`src/design/h3fd_pkg.sv`:
```
// shared types, codes and helpers for the http/3 frame head decoder
package h3fd_pkg;

  localparam int DEF_MAX_PAIRS        = 16;
  localparam int DEF_MAX_BUFFER_BYTES = 65536;

  localparam int VAL_W   = 62;
  localparam int OUT_OFF_W = 17;
  localparam int OUT_CNT_W = 5;
  localparam int OUT_TDATA_W = 296;

  // record status codes
  localparam logic [2:0] ST_OK    = 3'd0;
  localparam logic [2:0] ST_TRUNC = 3'd1;
  localparam logic [2:0] ST_TYPE  = 3'd2;
  localparam logic [2:0] ST_LEN   = 3'd3;
  localparam logic [2:0] ST_PAIRS = 3'd4;

  // decode modes
  localparam logic [2:0] MODE_GENERIC     = 3'd0;
  localparam logic [2:0] MODE_CANCEL_PUSH = 3'd1;
  localparam logic [2:0] MODE_GOAWAY      = 3'd2;
  localparam logic [2:0] MODE_MAX_PUSH_ID = 3'd3;
  localparam logic [2:0] MODE_SETTINGS    = 3'd4;

  // frame type codes
  localparam logic [VAL_W-1:0] FT_CANCEL_PUSH = 62'h03;
  localparam logic [VAL_W-1:0] FT_SETTINGS    = 62'h04;
  localparam logic [VAL_W-1:0] FT_GOAWAY      = 62'h07;
  localparam logic [VAL_W-1:0] FT_MAX_PUSH_ID = 62'h0d;

  // record kinds
  localparam logic KIND_PAIR  = 1'b0;
  localparam logic KIND_FINAL = 1'b1;

  typedef enum logic [7:0] {
    PH_TYPE     = 8'b0000_0001,
    PH_LENGTH   = 8'b0000_0010,
    PH_PAYLOAD  = 8'b0000_0100,
    PH_VALUE    = 8'b0000_1000,
    PH_PAIR_ID  = 8'b0001_0000,
    PH_PAIR_VAL = 8'b0010_0000,
    PH_DONE     = 8'b0100_0000,
    PH_STOP     = 8'b1000_0000
  } phase_t;

  typedef struct packed {
    logic                 kind;
    logic [2:0]           status;
    logic [VAL_W-1:0]     frame_type;
    logic [VAL_W-1:0]     frame_length;
    logic [OUT_OFF_W-1:0] payload_offset;
    logic [OUT_OFF_W-1:0] consumed;
    logic [VAL_W-1:0]     single_value;
    logic [VAL_W-1:0]     setting_id;
    logic [OUT_CNT_W-1:0] pair_count;
    logic                 run_end;
  } rec_t;

  // frame type that a single-value or settings mode expects
  function automatic logic [VAL_W-1:0] mode_frame_type(input logic [2:0] mode);
    logic [VAL_W-1:0] t;
    case (mode)
      MODE_CANCEL_PUSH: t = FT_CANCEL_PUSH;
      MODE_GOAWAY:      t = FT_GOAWAY;
      MODE_MAX_PUSH_ID: t = FT_MAX_PUSH_ID;
      MODE_SETTINGS:    t = FT_SETTINGS;
      default:          t = '0;
    endcase
    return t;
  endfunction

endpackage

```
`src/design/http3_frame_decoder_top.sv`:
```
// http/3 frame head decoder: type and length varints, settings pairs, status record
//
// usage
//   in_*  : one buffer byte per beat, in_tdata = data_byte, in_tlast = last byte
//           of the buffer
//   out_* : result records; out_tuser = record kind (0 settings pair, 1 final
//           status), out_tlast = last record caused by one input byte
//   cfg_* : decode mode write, always ready; write only while the block is idle,
//           the mode is taken at the first byte of each buffer
// latency: a byte is decoded in the cycle it is accepted and its records are
//   written into a four-entry output queue, so the first record shows on
//   out_* one cycle after the accepting edge
// throughput: one byte per cycle, set by the single-pass varint update; a byte
//   can cause two records (a pair finishing on the last byte), and in_tready
//   is high while the queue has room for two records
// reset: rst_n is synchronous; it clears the parse state, empties the queue
//   and sets the mode to generic
// stall: when out_tready stays low, records pile up in the queue and in_tready
//   drops once three are waiting; records are never lost or reordered
module http3_frame_decoder_top #(
  parameter int MAX_PAIRS        = h3fd_pkg::DEF_MAX_PAIRS,
  parameter int MAX_BUFFER_BYTES = h3fd_pkg::DEF_MAX_BUFFER_BYTES
) (
  input  logic        clk,
  input  logic        rst_n,
  // input bytes
  input  logic        in_tvalid,
  output logic        in_tready,
  input  logic [7:0]  in_tdata,   // [7:0] data_byte
  input  logic        in_tlast,   // last_byte
  // result records
  output logic        out_tvalid,
  input  logic        out_tready,
  // [2:0] status, [64:3] frame_type, [126:65] frame_length,
  // [143:127] payload_offset, [160:144] consumed, [222:161] single_value,
  // [284:223] setting_id, [289:285] pair_count, [295:290] zero
  output logic [h3fd_pkg::OUT_TDATA_W-1:0] out_tdata,
  output logic        out_tuser,  // record_kind
  output logic        out_tlast,  // run_end
  // mode register write
  input  logic        cfg_valid,
  output logic        cfg_ready,
  input  logic [2:0]  cfg_data    // decode_mode
);

  localparam int OFF_W = $clog2(MAX_BUFFER_BYTES + 1);
  localparam int PC_W  = $clog2(MAX_PAIRS + 1);
  localparam int VW    = h3fd_pkg::VAL_W;
  localparam int OW    = h3fd_pkg::OUT_OFF_W;
  localparam int CW    = h3fd_pkg::OUT_CNT_W;

  // parse state
  logic [2:0]           mode_r;
  logic [2:0]           mode_latch_r, mode_latch_nxt;
  h3fd_pkg::phase_t     phase_r, phase_nxt;
  logic [VW-1:0]        accum_r, accum_nxt;
  logic [2:0]           left_r, left_nxt;
  logic [VW-1:0]        type_r, type_nxt;
  logic [VW-1:0]        length_r, length_nxt;
  logic [VW-1:0]        pend_id_r, pend_id_nxt;
  logic [VW-1:0]        value_r, value_nxt;
  logic [OFF_W-1:0]     off_r, off_nxt;
  logic [OFF_W-1:0]     body_r, body_nxt;
  logic [VW:0]          end_r, end_nxt;     // body start plus length
  logic [PC_W-1:0]      pairs_r, pairs_nxt;
  logic [2:0]           err_r, err_nxt;

  // records of this beat
  h3fd_pkg::rec_t       pair_rec, fin_rec;
  logic                 pair_push, fin_push;

  // varint feed
  logic [VW-1:0]        fv_acc;
  logic [2:0]           fv_left;
  logic                 fv_done;

  logic                 in_fire;
  logic [7:0]           b;

  assign in_fire   = in_tvalid && in_tready;
  assign b         = in_tdata;
  assign cfg_ready = 1'b1;

  // unused mode codes decode as generic
  function automatic logic cfg_mode_gen(input logic [2:0] m);
    return m > h3fd_pkg::MODE_SETTINGS;
  endfunction

  always_comb begin
    if (left_r == 3'd0) begin
      fv_acc = {{(VW-6){1'b0}}, b[5:0]};
      case (b[7:6])
        2'd0:    fv_left = 3'd0;
        2'd1:    fv_left = 3'd1;
        2'd2:    fv_left = 3'd3;
        default: fv_left = 3'd7;
      endcase
      fv_done = (b[7:6] == 2'd0);
    end else begin
      fv_acc  = {accum_r[VW-9:0], b};
      fv_left = left_r - 3'd1;
      fv_done = (left_r == 3'd1);
    end
  end

  always_comb begin
    logic [2:0]      st;
    logic            len_now;   // length varint completes on this beat
    logic            pay_trunc;
    logic [63:0]     off64, body64;
    logic [63:0]     pairs64;
    logic [OW-1:0]   cons17;
    logic [OFF_W-1:0] span;

    mode_latch_nxt = mode_latch_r;
    phase_nxt      = phase_r;
    accum_nxt      = accum_r;
    left_nxt       = left_r;
    type_nxt       = type_r;
    length_nxt     = length_r;
    pend_id_nxt    = pend_id_r;
    value_nxt      = value_r;
    off_nxt        = off_r;
    body_nxt       = body_r;
    end_nxt        = end_r;
    pairs_nxt      = pairs_r;
    err_nxt        = err_r;
    pair_push      = 1'b0;
    fin_push       = 1'b0;
    len_now        = 1'b0;
    st             = h3fd_pkg::ST_OK;
    pay_trunc      = 1'b0;
    cons17         = '0;
    span           = '0;

    if (in_fire && (off_r < OFF_W'(MAX_BUFFER_BYTES))) begin
      if (off_r == '0) begin
        mode_latch_nxt = (cfg_mode_gen(mode_r)) ? h3fd_pkg::MODE_GENERIC : mode_r;
      end
      off_nxt = off_r + OFF_W'(1);
      span    = off_nxt - body_r;
      case (phase_r)
        h3fd_pkg::PH_TYPE: begin
          accum_nxt = fv_acc;
          left_nxt  = fv_left;
          if (fv_done) begin
            type_nxt  = fv_acc;
            phase_nxt = h3fd_pkg::PH_LENGTH;
          end
        end
        h3fd_pkg::PH_LENGTH: begin
          accum_nxt = fv_acc;
          left_nxt  = fv_left;
          if (fv_done) begin
            len_now    = 1'b1;
            length_nxt = fv_acc;
            body_nxt   = off_nxt;
            end_nxt    = (VW+1)'(off_nxt) + {1'b0, fv_acc};
            if (mode_latch_r == h3fd_pkg::MODE_GENERIC) begin
              phase_nxt = (fv_acc == '0) ? h3fd_pkg::PH_DONE : h3fd_pkg::PH_PAYLOAD;
            end else if (type_r != h3fd_pkg::mode_frame_type(mode_latch_r)) begin
              err_nxt   = h3fd_pkg::ST_TYPE;
              phase_nxt = h3fd_pkg::PH_STOP;
            end else if (mode_latch_r == h3fd_pkg::MODE_SETTINGS) begin
              phase_nxt = (fv_acc == '0) ? h3fd_pkg::PH_DONE : h3fd_pkg::PH_PAIR_ID;
            end else begin
              phase_nxt = h3fd_pkg::PH_VALUE;
            end
          end
        end
        h3fd_pkg::PH_PAYLOAD: begin
          if (VW'(span) >= length_r) phase_nxt = h3fd_pkg::PH_DONE;
        end
        h3fd_pkg::PH_VALUE: begin
          accum_nxt = fv_acc;
          left_nxt  = fv_left;
          if (fv_done) begin
            value_nxt = fv_acc;
            if (VW'(span) != length_r) begin
              err_nxt   = h3fd_pkg::ST_LEN;
              phase_nxt = h3fd_pkg::PH_STOP;
            end else begin
              phase_nxt = h3fd_pkg::PH_DONE;
            end
          end
        end
        h3fd_pkg::PH_PAIR_ID: begin
          if (left_r == 3'd0 && pairs_r >= PC_W'(MAX_PAIRS)) begin
            err_nxt   = h3fd_pkg::ST_PAIRS;
            phase_nxt = h3fd_pkg::PH_STOP;
          end else begin
            accum_nxt = fv_acc;
            left_nxt  = fv_left;
            if ((VW+1)'(off_nxt) >= end_r) begin
              err_nxt   = h3fd_pkg::ST_LEN;
              phase_nxt = h3fd_pkg::PH_STOP;
            end else if (fv_done) begin
              pend_id_nxt = fv_acc;
              phase_nxt   = h3fd_pkg::PH_PAIR_VAL;
            end
            if (fv_done) pend_id_nxt = fv_acc;
          end
        end
        h3fd_pkg::PH_PAIR_VAL: begin
          accum_nxt = fv_acc;
          left_nxt  = fv_left;
          if (fv_done) begin
            pairs_nxt = pairs_r + PC_W'(1);
            pair_push = 1'b1;
            phase_nxt = ((VW+1)'(off_nxt) >= end_r) ? h3fd_pkg::PH_DONE
                                                    : h3fd_pkg::PH_PAIR_ID;
          end else if ((VW+1)'(off_nxt) >= end_r) begin
            err_nxt   = h3fd_pkg::ST_LEN;
            phase_nxt = h3fd_pkg::PH_STOP;
          end
        end
        default: ;
      endcase
    end

    off64   = 64'(off_nxt);
    body64  = 64'(body_nxt);
    pairs64 = 64'(pairs_nxt);

    pair_rec.kind           = h3fd_pkg::KIND_PAIR;
    pair_rec.status         = h3fd_pkg::ST_OK;
    pair_rec.frame_type     = type_nxt;
    pair_rec.frame_length   = length_nxt;
    pair_rec.payload_offset = body64[OW-1:0];
    pair_rec.consumed       = off64[OW-1:0];
    pair_rec.single_value   = fv_acc;
    pair_rec.setting_id     = pend_id_r;
    pair_rec.pair_count     = pairs64[CW-1:0];
    pair_rec.run_end        = !in_tlast;

    // final status record
    st = err_nxt;
    if (st == h3fd_pkg::ST_OK && phase_nxt != h3fd_pkg::PH_DONE) st = h3fd_pkg::ST_TRUNC;
    // settings payload that reaches past the bytes seen so far
    pay_trunc = len_now ? (length_nxt != '0) : (end_r > (VW+1)'(off_nxt));
    if (mode_latch_nxt == h3fd_pkg::MODE_SETTINGS && body_nxt != '0 &&
        type_nxt == h3fd_pkg::FT_SETTINGS && pay_trunc) begin
      st = h3fd_pkg::ST_TRUNC;
    end
    cons17 = body64[OW-1:0] + length_nxt[OW-1:0];

    fin_rec.kind           = h3fd_pkg::KIND_FINAL;
    fin_rec.status         = st;
    fin_rec.frame_type     = type_nxt;
    fin_rec.frame_length   = length_nxt;
    fin_rec.payload_offset = body64[OW-1:0];
    fin_rec.consumed       = (st == h3fd_pkg::ST_OK) ? cons17 : '0;
    fin_rec.single_value   = (st == h3fd_pkg::ST_OK &&
                              mode_latch_nxt != h3fd_pkg::MODE_GENERIC &&
                              mode_latch_nxt != h3fd_pkg::MODE_SETTINGS) ? value_nxt : '0;
    fin_rec.setting_id     = '0;
    fin_rec.pair_count     = (mode_latch_nxt == h3fd_pkg::MODE_SETTINGS) ?
                             pairs64[CW-1:0] : '0;
    fin_rec.run_end        = 1'b1;

    if (in_fire && in_tlast) begin
      fin_push       = 1'b1;
      // back to the reset state for the next buffer
      mode_latch_nxt = h3fd_pkg::MODE_GENERIC;
      phase_nxt      = h3fd_pkg::PH_TYPE;
      accum_nxt      = '0;
      left_nxt       = '0;
      type_nxt       = '0;
      length_nxt     = '0;
      pend_id_nxt    = '0;
      value_nxt      = '0;
      off_nxt        = '0;
      body_nxt       = '0;
      end_nxt        = '0;
      pairs_nxt      = '0;
      err_nxt        = h3fd_pkg::ST_OK;
    end
  end

  always_ff @(posedge clk) begin
    if (!rst_n) begin
      mode_r       <= h3fd_pkg::MODE_GENERIC;
      mode_latch_r <= h3fd_pkg::MODE_GENERIC;
      phase_r      <= h3fd_pkg::PH_TYPE;
      accum_r      <= '0;
      left_r       <= '0;
      type_r       <= '0;
      length_r     <= '0;
      pend_id_r    <= '0;
      value_r      <= '0;
      off_r        <= '0;
      body_r       <= '0;
      end_r        <= '0;
      pairs_r      <= '0;
      err_r        <= h3fd_pkg::ST_OK;
    end else begin
      if (cfg_valid && cfg_ready) mode_r <= cfg_data;
      mode_latch_r <= mode_latch_nxt;
      phase_r      <= phase_nxt;
      accum_r      <= accum_nxt;
      left_r       <= left_nxt;
      type_r       <= type_nxt;
      length_r     <= length_nxt;
      pend_id_r    <= pend_id_nxt;
      value_r      <= value_nxt;
      off_r        <= off_nxt;
      body_r       <= body_nxt;
      end_r        <= end_nxt;
      pairs_r      <= pairs_nxt;
      err_r        <= err_nxt;
    end
  end

  // output record queue, four entries
  h3fd_pkg::rec_t q_mem [4];
  logic [1:0]     wr_ptr_r, rd_ptr_r;
  logic [2:0]     q_cnt_r;
  logic           q_pop;
  logic [1:0]     n_push;
  h3fd_pkg::rec_t head;

  assign q_pop      = out_tvalid && out_tready;
  assign n_push     = {1'b0, pair_push} + {1'b0, fin_push};
  assign in_tready  = (q_cnt_r < 3'd3);
  assign out_tvalid = (q_cnt_r != 3'd0);
  assign head       = q_mem[rd_ptr_r];

  always_ff @(posedge clk) begin
    if (pair_push) q_mem[wr_ptr_r] <= pair_rec;
    if (fin_push)  q_mem[pair_push ? wr_ptr_r + 2'd1 : wr_ptr_r] <= fin_rec;
  end

  always_ff @(posedge clk) begin
    if (!rst_n) begin
      wr_ptr_r <= '0;
      rd_ptr_r <= '0;
      q_cnt_r  <= '0;
    end else begin
      wr_ptr_r <= wr_ptr_r + n_push;
      if (q_pop) rd_ptr_r <= rd_ptr_r + 2'd1;
      q_cnt_r  <= q_cnt_r + {1'b0, n_push} - {2'b00, q_pop};
    end
  end

  assign out_tdata = {6'd0, head.pair_count, head.setting_id, head.single_value,
                      head.consumed, head.payload_offset, head.frame_length,
                      head.frame_type, head.status};
  assign out_tuser = head.kind;
  assign out_tlast = head.run_end;

endmodule

```
`config.mk`:
```
export PLATFORM = sky130hd
export DESIGN_NAME = http3_frame_decoder_top
export DESIGN_NICKNAME = d
export VERILOG_FILES = /design/src/design/h3fd_pkg.sv /design/src/design/http3_frame_decoder_top.sv
export SDC_FILE = /design/constraint.sdc
export NUM_CORES = 2
export LEC_CHECK = 0
export BUFFER_PORTS_ARGS = -buffer_cell sky130_fd_sc_hd__buf_4
export CORE_UTILIZATION = 35
export CTS_BUF_LIST = sky130_fd_sc_hd__clkbuf_16
export CTS_CLUSTER_SIZE = 14
export DETAILED_ROUTE_END_ITERATION = 16
export PLACE_DENSITY = 0.52
export SYNTH_ARGS = -nofsm -noshare
export SYNTH_HDL_FRONTEND = slang
export SYNTH_SLANG_ARGS = --single-unit
```
`constraint.sdc`:
```
create_clock -name clk -period 11.29 [get_ports clk]
set_clock_uncertainty 0.05 [all_clocks]
set_input_delay 1.129 -clock clk [delete_from_list [all_inputs] [get_ports clk]]
set_output_delay 1.129 -clock clk [all_outputs]
set_load 0.01 [all_outputs]
```
Yosys cells after proc, flatten, opt, wreduce, memory -nomap -nowiden
Memories as Yosys holds them, arrays and structs flattened. A register that Yosys moved wholly into a read port is not among the register bits.
Index checks and enable logic that the tools add are counted.
{"block": "word_totals", "register_bits": 431, "ramBits": 1168, "inputBits": 17, "output_inout_bits": 301, "elab_cells": 167, "mem_count": 1}
{"block": "op_classes", "addsub": 12, "magnitude_cmp": 7, "eq_ne": 20, "mux": 79, "bitwise_logic": 2, "n_reduce_logical": 29}
{"memory": "q_mem", "words": 4, "word_bits": 292, "rd": 1, "rd_clocked_by_memory_dff": 1, "wr": 2, "line_no": "http3_frame_decoder_top.sv:315", "rtl": "h3fd_pkg::rec_t q_mem [4];"}
{"op": "two-way mux 62 bit", "n": 15}
{"op": "case mux 54 bit (2 select lines)", "n": 1}
{"op": "two-way mux 8 bit", "n": 13}
{"op": "two-way mux 17 bit", "n": 5}
{"op": "adder 17 x 62 -> 63 bit", "n": 1}
{"op": "greater-or-equal comparator 17 x 63 -> 1 bit", "n": 1}
{"op": "greater-than comparator 63 x 17 -> 1 bit", "n": 1}
{"op": "equality test 62 x 3 -> 1 bit (second input constant)", "n": 1}
{"op": "greater-or-equal comparator 17 x 62 -> 1 bit", "n": 1}
{"op": "zero test 62 bit", "n": 1}
{"op": "inequality test 17 x 62 -> 1 bit", "n": 1}
{"op": "inequality test 62 bit", "n": 1}
{"op": "nonzero test 62 bit", "n": 1}
{"op": "two-way mux 54 bit", "n": 1}
{"op": "two-way mux 3 bit", "n": 16}
{"op": "case mux 8 bit (6 select lines)", "n": 1}
{"op": "two-way mux 7 bit", "n": 4}
{"op": "two-way mux 5 bit", "n": 4}
{"op": "adder 17 x 1 -> 17 bit (second input constant)", "n": 1}
{"op": "adder 17 bit", "n": 1}
{"op": "zero test 17 bit", "n": 1}
{"op": "< comparator 17 bit (second input constant)", "n": 1}
{"op": "nonzero test 17 bit", "n": 1}
{"op": "subtractor 17 bit", "n": 1}
{"op": "other kinds (41)", "n": 74}

Depth between registers and ports, before layout
{"block": "logic_depth", "word_depth": 20, "mapped_depth": 29, "depth_no_buf": 26}

Worst setup path before layout
Ideal clock, no wire load.
{"block": "synth_timing", "path_kind": "in2reg", "from": "input in_tdata[7]", "to": "memory q_mem[3][100] (netlist bit) (enable)", "setup_ns": 0.578, "t_arrival_ns": 7.723, "t_required_ns": 10.662, "setup_slack_ns": 2.939, "cell_stages": 13, "n_path_buf": 4, "cell_sequence": "nor2_1 > a22oi_1 > clkbuf_1 > nor2_1 > nand2_1 > clkinv_1 > o31ai_1 > and2_1 > clkbuf_1 > nor2_1 > clkbuf_1 > clkbuf_1 > inv_1"}
{"element": "start, declared", "line_no": "http3_frame_decoder_top.sv:29", "rtl": "input logic [7:0] in_tdata,"}
{"element": "end, declared", "line_no": "http3_frame_decoder_top.sv:315"}

==> summary.txt <==
Clock network
  – Hold-fix buffers, CTS: 0
  – Htree depth: 4
  – Clock sink count: 1601
  – Cts repair resizes: 0
  – Maximum clock path buffer count: 3
  – Clock slew at reported path FFs: 60 ps
  – CTS tree: yes
  – Clk_lat worst skew: 830 ps
  – Clock Tree Root: clkbuf_16
  – Post-CTS Setup Inserts: 0
  – CTS buffer count: 171

Place
  – GP Congestion: 0.886
  – Hpwl dp: 147 mm
  – Port bufs: 310

Route
  – Via count: 50900
  – DR WL/cell: 25.7 um
  – Antenna Nets Post-Route: 0
  – Iteration-0 DRC Markers: 4933
  – Router iterations before antenna repair: 7
  – Drt total wl: 238 mm
  – Post-route DRC violation count: 0
  – Routed vias/inst: 5.50

Synth
  – Area contributors post-synth: edfxtp_1 39%, dfxtp_1 20%, mux4_2 9.4%
  – EDFF count, synth: 912
  – Synth top area share: 0.390
  – Ys Warns: 0
  – Yosys cell types: 78
  – Flops & latches, synth: 1601
  – Post-synth top flop: edfxtp_1
  – Most frequent cells after synthesis: 1310 x nor2_1, 912 x edfxtp_1, 711 x nand2_1, 689 x dfxtp_1, 630 x a21oi_1
  – Avg Inst Size Synth: 11.1 um^2
  – Synth Cell Area: 70300 um^2
  – Async set-or-reset flop fraction in the synthesized netlist: 0
  – Syn Inst Count: 6331
  – Yosys top cell by area: edfxtp_1
  – Post-synthesis sequential area ratio: 0.586
  – Count leader, synth: nor2_1

Worst setup path
  – Critical path class: flip-flop to flip-flop
  – CP peak stage delay: 980 ps
  – CP required: 11870 ps
  – CP dominant cell by count: ha_1
  – Startpoint types: flip-flop
  – Critical Path Slowest Stage Cell: nor2_4
  – WP data arrival: 8990 ps
  – CP max FO: 32
  – Crit path capture type: flip-flop

Global route
  – First-pass GRT wire length: 344 mm
  – Total grt overflow: 0
  – Vias in the first global route: 48900
  – Antenna violations before repair: 13
  – Total track usage: 0.229
  – Largest net degree at the start of global routing: 139

Cells and area
  – Ratio of cells with drive above 1 in the final layout: 0.147
  – Layout Nets: 6592
  – Final Util: 0.403
  – Area growth syn-to-layout: 14.5%

Power and ir drop
  – Total Power: 0.0145 W
  – Worst vdd ir: 0.000142 V
  – LEAKAGE: 26.6 nW
  – Cell Pwr Density: 180 nW/um^2

STA
  – Slew HR: 0.0918
  – Setup TNS: 0 ps
  – Fin crit share: 0.745
  – Setup violators final: 0
  – RSZ-0062 raised after global routing: false
  – Final Hold Fails: 0
  – Slew Viols, Final: 0
  – Worst Tran Pin Value: 1360 ps
  – Crit path time final: 8410 ps
  – Max Freq: 119 MHz

Floorplan
  – Core Box Area: 200000 um^2
  – Initial Utilization: 0.352
  – Die ar.: 203000 um^2
  – IO Pins: 318
  – Die Height: 450 um
  – Core Rows: 164
  – Die X: 450 um

Run
  – Max_cap viols: 0

Run status
  – Status: completed

Hold path
  – Hold WC Path Type: flip-flop to flip-flop
[power breakdown]
part / internal, W / total, W / leakage, nW / switching [W]
clock network: 0.00293 / 0.00536 / 2.80 / 0.00244
logic: 0.00109 / 0.00272 / 9.80 / 0.00162
registers: 0.00629 / 0.00638 / 14.0 / 0.0000922
total: 0.0103 / 0.0145 / 26.6 / 0.00415
[layer usage]
metal,part of all wire,vias up,routed length (um),track usage
li1,-,23000,-,-
met1,0.43,25700,101000,0.310
met2,0.48,1873,114000,0.374
met3,0.060,311,14300,0.0316
met4,0.034,2,7990,0.0785
met5,0.000050,-,12,0
[cell families (layout without fill, tap and decap cells)]
logic type,Yosys count,in the layout,synth area share
AOI/OAI and AO/OA,1163,1163,0.103
xor gates and xnor gates,126,126,0.0157
adders and majority gates,119,119,0.0216
buffers and inverters,600,867,0.0334
DFF,1601,1601,0.586
muxes,325,325,0.0983
other,2,12,0.000107
and+or+nand+nor,2395,2395,0.142
[layout by cell type (no fill, tap or decap), types with 45 or more instances in the layout]
cell type,Yosys,routed
nor2_1,1310,1305
edfxtp_1,912,912
nand2_1,711,705
dfxtp_1,689,687
a21oi_1,630,629
buf_4,8,396
mux4_2,292,292
inv_1,143,193
clkbuf_16,0,174
o2bb2ai_1,164,164
ha_1,115,115
a22o_1,86,86
xnor2_1,78,78
nand3_1,78,77
o22ai_1,65,65
nor4_1,63,62
nor3_1,63,62
o21ai_0,55,55
xor2_1,48,48
a211oi_1,47,47
clkinv_1,1,45
[final timing paths]
kind / start / endpoint / slack, ps / cells after the start
max: off_r[0] / q_mem[0][127] / 2880 / 27
min: q_mem[0][291] / q_mem[0][291] / 390 / 2
max reg2reg: off_r[0] / q_mem[0][127] / 2880 / 27
min reg2reg: q_mem[0][291] / q_mem[0][291] / 390 / 2
[final cells by class]
type,count,area [um^2]
flip-flops and latches,1601,41200
well taps,2656,3320
clock buffers,174,4350
clock inverters,146,945
multi-input cells,4135,27000
fillers,19200,119000
repair buffers,403,3110
diodes,5,12.5
inverters,144,576
[per-stage QoR]
stage | cell area (um^2) | hold WS, ps | std cells | setup WS (ps)
after floorplan | 70300 | 368 | 6336 | 2940
after CTS | 80400 | 393 | 9259 | 2930
after global placement | 75100 | 380 | 8939 | 3040
after detailed placement | 75100 | 384 | 8939 | 2940
after global routing | 80500 | 411 | 9262 | 2200
final | 80500 | 392 | 9264 | 2880
[worst max-delay path: cells and delay by family (launching register included)]
family,cells,cell delay (ps)
adder cells (fa/ha/maj),3,1110
AND/OR/NAND/NOR,8,3060
flip-flops,1,550
AO/OA/AOI/OAI,13,2320
buffers and inverters,1,580
XOR/XNOR,2,510
[registers in the layout, summed over array words and instances (netlist names), 54 cells and up, named ones only]
name and count:
pend_id_r 62, value_r 62, end_r 63, accum_r 54, type_r 62, q_mem 1168
length_r 62
Power figures use the tool's default switching activity.
